## config.mk

```make
export PLATFORM = sky130hd
export DESIGN_NAME = bmb_ctrl
export DESIGN_NICKNAME = d
export VERILOG_FILES = /design/src/hw/rtl/bmb_pkg.sv /design/src/hw/rtl/bmb_ctrl.sv
export SDC_FILE = /design/constraint.sdc
export NUM_CORES = 1
export LEC_CHECK = 0
export BUFFER_PORTS_ARGS = -buffer_cell sky130_fd_sc_hd__clkbuf_2
export CAP_MARGIN = 20
export CORE_AREA = 8 8 45 47
export CTS_CLUSTER_SIZE = 25
export DETAILED_ROUTE_END_ITERATION = 6
export DIE_AREA = 0 0 53 55
export GPL_TIMING_DRIVEN = 0
export PLACE_DENSITY = 0.47
export SETUP_SLACK_MARGIN = 0.1
export SYNTH_ARGS = -nofsm -noshare
export SYNTH_HDL_FRONTEND = slang
export SYNTH_SLANG_ARGS = --single-unit
```

## constraint.sdc

```tcl
create_clock -name aclk -period 1.45 [get_ports aclk]
set_input_delay 0.29 -clock aclk [delete_from_list [all_inputs] [get_ports aclk]]
set_output_delay 0.29 -clock aclk [all_outputs]
set_load 0.005 [all_outputs]
```

## src/hw/rtl/bmb_pkg.sv

```systemverilog
// Shared package of the box mean blur block: sizes, the window count function
// and the command/status structs between the controller and the datapath.
// No dependencies.
package bmb_pkg;

    localparam int MAX_WIDTH  = 1024;
    localparam int MAX_HEIGHT = 1024;
    localparam int MAX_RADIUS = 7;

    // The row store keeps 2*MAX_RADIUS+2 rows; with MAX_RADIUS of 7 that is 16 rows,
    // so the row of an entry is the low bits of the pixel row.
    localparam int STORE_ROWS = 2 * MAX_RADIUS + 2;
    localparam int ROW_IDX_W  = $clog2(STORE_ROWS);
    localparam int COL_W      = $clog2(MAX_WIDTH);
    localparam int ROW_W      = $clog2(MAX_HEIGHT);
    localparam int DIM_W      = 11;
    localparam int RAD_W      = 3;
    localparam int TAP_W      = $clog2(2 * MAX_RADIUS + 1);
    localparam int ADDR_W     = ROW_IDX_W + COL_W;
    localparam int ACC_W      = $clog2((2 * MAX_RADIUS + 1) * (2 * MAX_RADIUS + 1) * 255 + 1);
    localparam int DVD_W      = ACC_W + 1;
    localparam int DIV_W      = $clog2(2 * (2 * MAX_RADIUS + 1) * (2 * MAX_RADIUS + 1) + 1);
    localparam int CNT_W      = $clog2(DVD_W);
    localparam int PIX_W      = 24;

    localparam logic [1:0] REG_RADIUS       = 2'd0;
    localparam logic [1:0] REG_FRAME_WIDTH  = 2'd1;
    localparam logic [1:0] REG_FRAME_HEIGHT = 2'd2;

    localparam logic KIND_PIXEL = 1'b0;

    typedef struct packed {
        logic take_item;
        logic start_sum;
        logic sum_step;
        logic start_div;
        logic div_step;
        logic out_taken;
    } bmb_cmd_t;

    typedef struct packed {
        logic has_out;
        logic taps_done;
        logic div_done;
    } bmb_sts_t;

    // Window pixel count n = (2R+1)^2 for a radius.
    function automatic logic [DIV_W-1:0] win_count(input logic [RAD_W-1:0] r);
        logic [DIV_W-1:0] side;
        side = DIV_W'({r, 1'b1});
        return DIV_W'(side * side);
    endfunction

endpackage

```

## src/hw/rtl/bmb_ctrl.sv

```systemverilog
// Controller of the box mean blur block: sequences item intake, window sum,
// division and result delivery. Depends on bmb_pkg.
module bmb_ctrl import bmb_pkg::*; (
    input  logic     aclk,
    input  logic     aresetn,
    input  logic     s_tvalid,
    output logic     s_tready,
    output logic     m_tvalid,
    input  logic     m_tready,
    input  bmb_sts_t sts,
    output bmb_cmd_t cmd
);

    typedef enum logic [2:0] {
        ST_IDLE,
        ST_CHECK,
        ST_SUM,
        ST_FLUSH,
        ST_DIV,
        ST_OUT
    } state_t;

    state_t state_reg, state_next;
    logic   s_tready_reg;
    logic   m_tvalid_reg;

    always_comb begin
        cmd            = '0;
        state_next     = state_reg;
        cmd.take_item  = (state_reg == ST_IDLE) && s_tvalid && s_tready_reg;
        cmd.start_sum  = (state_reg == ST_CHECK) && sts.has_out;
        cmd.sum_step   = (state_reg == ST_SUM);
        cmd.start_div  = (state_reg == ST_FLUSH);
        cmd.div_step   = (state_reg == ST_DIV);
        cmd.out_taken  = (state_reg == ST_OUT) && m_tvalid_reg && m_tready;
        case (state_reg)
            ST_IDLE:  if (cmd.take_item) state_next = ST_CHECK;
            ST_CHECK: state_next = sts.has_out ? ST_SUM : ST_IDLE;
            ST_SUM:   if (sts.taps_done) state_next = ST_FLUSH;
            ST_FLUSH: state_next = ST_DIV;
            ST_DIV:   if (sts.div_done) state_next = ST_OUT;
            ST_OUT:   if (cmd.out_taken) state_next = ST_IDLE;
            default:  state_next = ST_IDLE;
        endcase
    end

    always_ff @(posedge aclk) begin
        if (!aresetn) begin
            state_reg    <= ST_IDLE;
            s_tready_reg <= 1'b1;
            m_tvalid_reg <= 1'b0;
        end else begin
            state_reg    <= state_next;
            s_tready_reg <= (state_next == ST_IDLE);
            m_tvalid_reg <= (state_next == ST_OUT);
        end
    end

    assign s_tready = s_tready_reg;
    assign m_tvalid = m_tvalid_reg;

endmodule

```

==> run summary <==
post-synthesis xor/xnor area fraction - 0%
pwr/cell area - 885 nW/um^2
Post-DP Area - 403 um^2
EDFF count, synth - 0
number of remaining DRC errors - 0
Synth top area share - 32.0%
cell total after placement - 66
nets@finish - 68
largest net degree at the start of global routing - 11
FF-to-FF Start - state_reg[2]
Worst Hold Depth - 3
Top FF cell, synth - dfxtp_1
io pins - 15
CTS tree - built
DIE HEIGHT - 55 um
Fill cells - 152
CP max stage delay - 0.31 ns
grt ovf - 0
R2R setup slack - 0.08 ns
Die Footprint - 2920 um^2
DR iter-0 viols - 1
failing checks - setup timing
First-pass DRT Iterations - 2
# clock sinks - 5
Reg2Reg Depth - 6
Final Slew Violations - 0
Simple-Gate Fraction of Synth Area - 40.4%
worst-margin pin slew - 0.346 ns
vias in the first global route - 325
CP required - 1.16 ns
worst skew pair latency - 0.25 ns
Seq cells post-synth - 5
CP bufs+invs - 2
dominant cell type by area after synthesis - dfxtp_1
Worst Path Class, Setup - register to primary output
total power - 0.460 mW
period utilisation layout - 101%
Synthesized Nets - 43
final hold slack - 0.299 ns
via count - 331
DIE WIDTH - 53 um
MaxCap Viol Count - 0
Mapped Cells - 36
synthesized cell area - 313 um^2
CP Capture Type - primary output
endpoints failing setup - 1
LEAKAGE - 0.249 nW
crit-path max FO - 5
Commonest cells post-synth - nand2_1, nor2_1, dfxtp_1
Net Switching - 0.126 mW
Sequential Power Share - 34.0%
Peak Freq - 686 MHz
post-route cell area - 519 um^2
Arrival @ worst endpoint - 1.17 ns
post-synthesis sequential area ratio - 32.0%
logic gate share of total power - 29.3%
status - finished, violations left
clock period minus worst slack - 1.46 ns
area share of fa/ha/maj cells after synthesis - 0%
Syn. warnings - 0
drt wl/cell - 10.8 um
CTS buffer count - 3
clk slew on worst S/H paths - 0.05 ns
dpl hpwl - 581 um
Hold Startpoint - aresetn
multiplexer share of the synthesized area - 3.20%
ANT nets after route - 0
row count - 14
Post-Layout Cell Count - 76
diode count - 0
antenna violations before repair - 0
worst reg2reg endpoint - s_tready
worst setup margin - -0.00778 ns
H-tree depth - 1
IO Port Bufs - 14
clock power share - 36.7%
Core Region - 1380 um^2
GPL Wtd Cong - 0.671
internal power - 0.333 mW
Via density - 4.36
RSZ-0062 raised after global routing - yes
Initial Util - 22.6%
layout cell share with drive strength beyond 1 - 58.3%
Area Growth Syn to Fin - 66.0%
family with the most delay on the worst path - simple AND/OR/NAND/NOR gates
synth top area cells - dfxtp_1, buf_6, nand2_1
total track usage - 6.73%
DP Worst Slack - 0.154 ns
Min-Delay Path Class - input port to register
synthesized area per cell - 8.69 um^2
Compound-Gate Fraction of Synth Area - 13.6%
Slew HR - 76.7%
max FFs per register - 3
Hold EP - state_reg[0]
CTS Buffer Depth - 2
Async SR Flop Fraction - 0%
Final Hold Violating Endpoints - 0
count of different cell masters after synthesis - 19
Worst path slowest cell - dfxtp_2
global-route wire length before repair - 1360 um
Worst VDD drop - 0.334 mV
Post-Route WL - 817 um
startpoint class of the critical path - register
Final Skew - 0.00582 ns
largest family of logic cells by synthesized area - simple AND/OR/NAND/NOR gates
Net Sw Frac - 27.5%
CP cell instances - buf_6 -> and2b_4 -> and3b_1 -> buf_2
clk root buf - clkbuf_4
power by group through the flow:
stage          Clock [mW]  Sequential [mW]  Combinational, mW
3_5_place_dp            0            0.156              0.102
3_3_place_gp            0            0.156              0.102
2_1_floorplan           0            0.156             0.0669
6_report            0.169            0.156              0.135
5_1_grt             0.184            0.157              0.146
4_1_cts             0.172            0.156              0.127
tightest hold or removal path, delay by kind of cell:
family        cells  cell delay, ns
simple gates      2            0.11
buf+inv           1            0.10
what timing repair did:
action / CTS / global route
pin swaps: 3 / 2
setup endpoints to repair: 3 / 7
hold buffers: 0 / 0
resized for setup: 3 / 11
setup buffers: 3 / 3
endpoints found under the hold margin: 0 / 0
final cells by class:
cell class	count	area, um^2	share of cell area, %
plain buffers	3	33.8	6.51
clock buffers	4	26.3	5.06
inverters	1	3.75	0.723
multi-input cells	27	201	38.8
flip-flops and latches	5	103	19.8
well taps	16	20.0	3.86
repair buffers	20	131	25.3
stage by stage:
step	TNS, ns	utilization [%]
after CTS	-0.0141	34.1
after detailed placement	0	29.1
final	-0.00778	37.5
after floorplan	0	-
after global placement	0	29.1
after global routing	-0.129	37.5
logic make-up after synthesis:
logic type | after synthesis
compound gates | 5
buf+inv | 4
flops | 5
simple gates | 21
mux | 1
metal layers:
layer | wire length, um | vias to the layer above | track usage [%]
li1 | - | 172 | -
met1 | 304 | 140 | 5.95
met2 | 343 | 14 | 10.2
met3 | 118 | 5 | 2.94
met4 | 51 | 0 | 9.05
met5 | 0 | - | 0
placed cells by master (no fill, tap or decap), drive strengths merged:
cell | synthesis | routed
a311oi | 1 | 1
o221a | 1 | 1
nand3b | 2 | 2
nor4 | 1 | 1
a21oi | 1 | 1
nand2 | 6 | 6
dfxtp | 5 | 5
nand2b | 2 | 2
and2b | 1 | 1
mux2i | 1 | 1
buf | 3 | 14
inv | 1 | 1
nor2b | 1 | 1
a31oi | 1 | 1
and3b | 1 | 1
nor3b | 1 | 1
clkbuf | 0 | 13
nor2 | 6 | 6
o21ai | 1 | 1
worst max path at each step:
stage,startpoint,to,slack (ns),depth (start not counted)
after floorplan,state_reg[1],s_tready,0.30,5
after global placement,state_reg[1],s_tready,0.16,5
after detailed placement,state_reg[1],s_tready,0.15,5
after CTS,state_reg[1],cmd[4],-0.008,4
after global routing,state_reg[2],cmd[0],-0.05,5
final,state_reg[1],cmd[4],-0.008,4
Power figures use the tool's default switching activity.
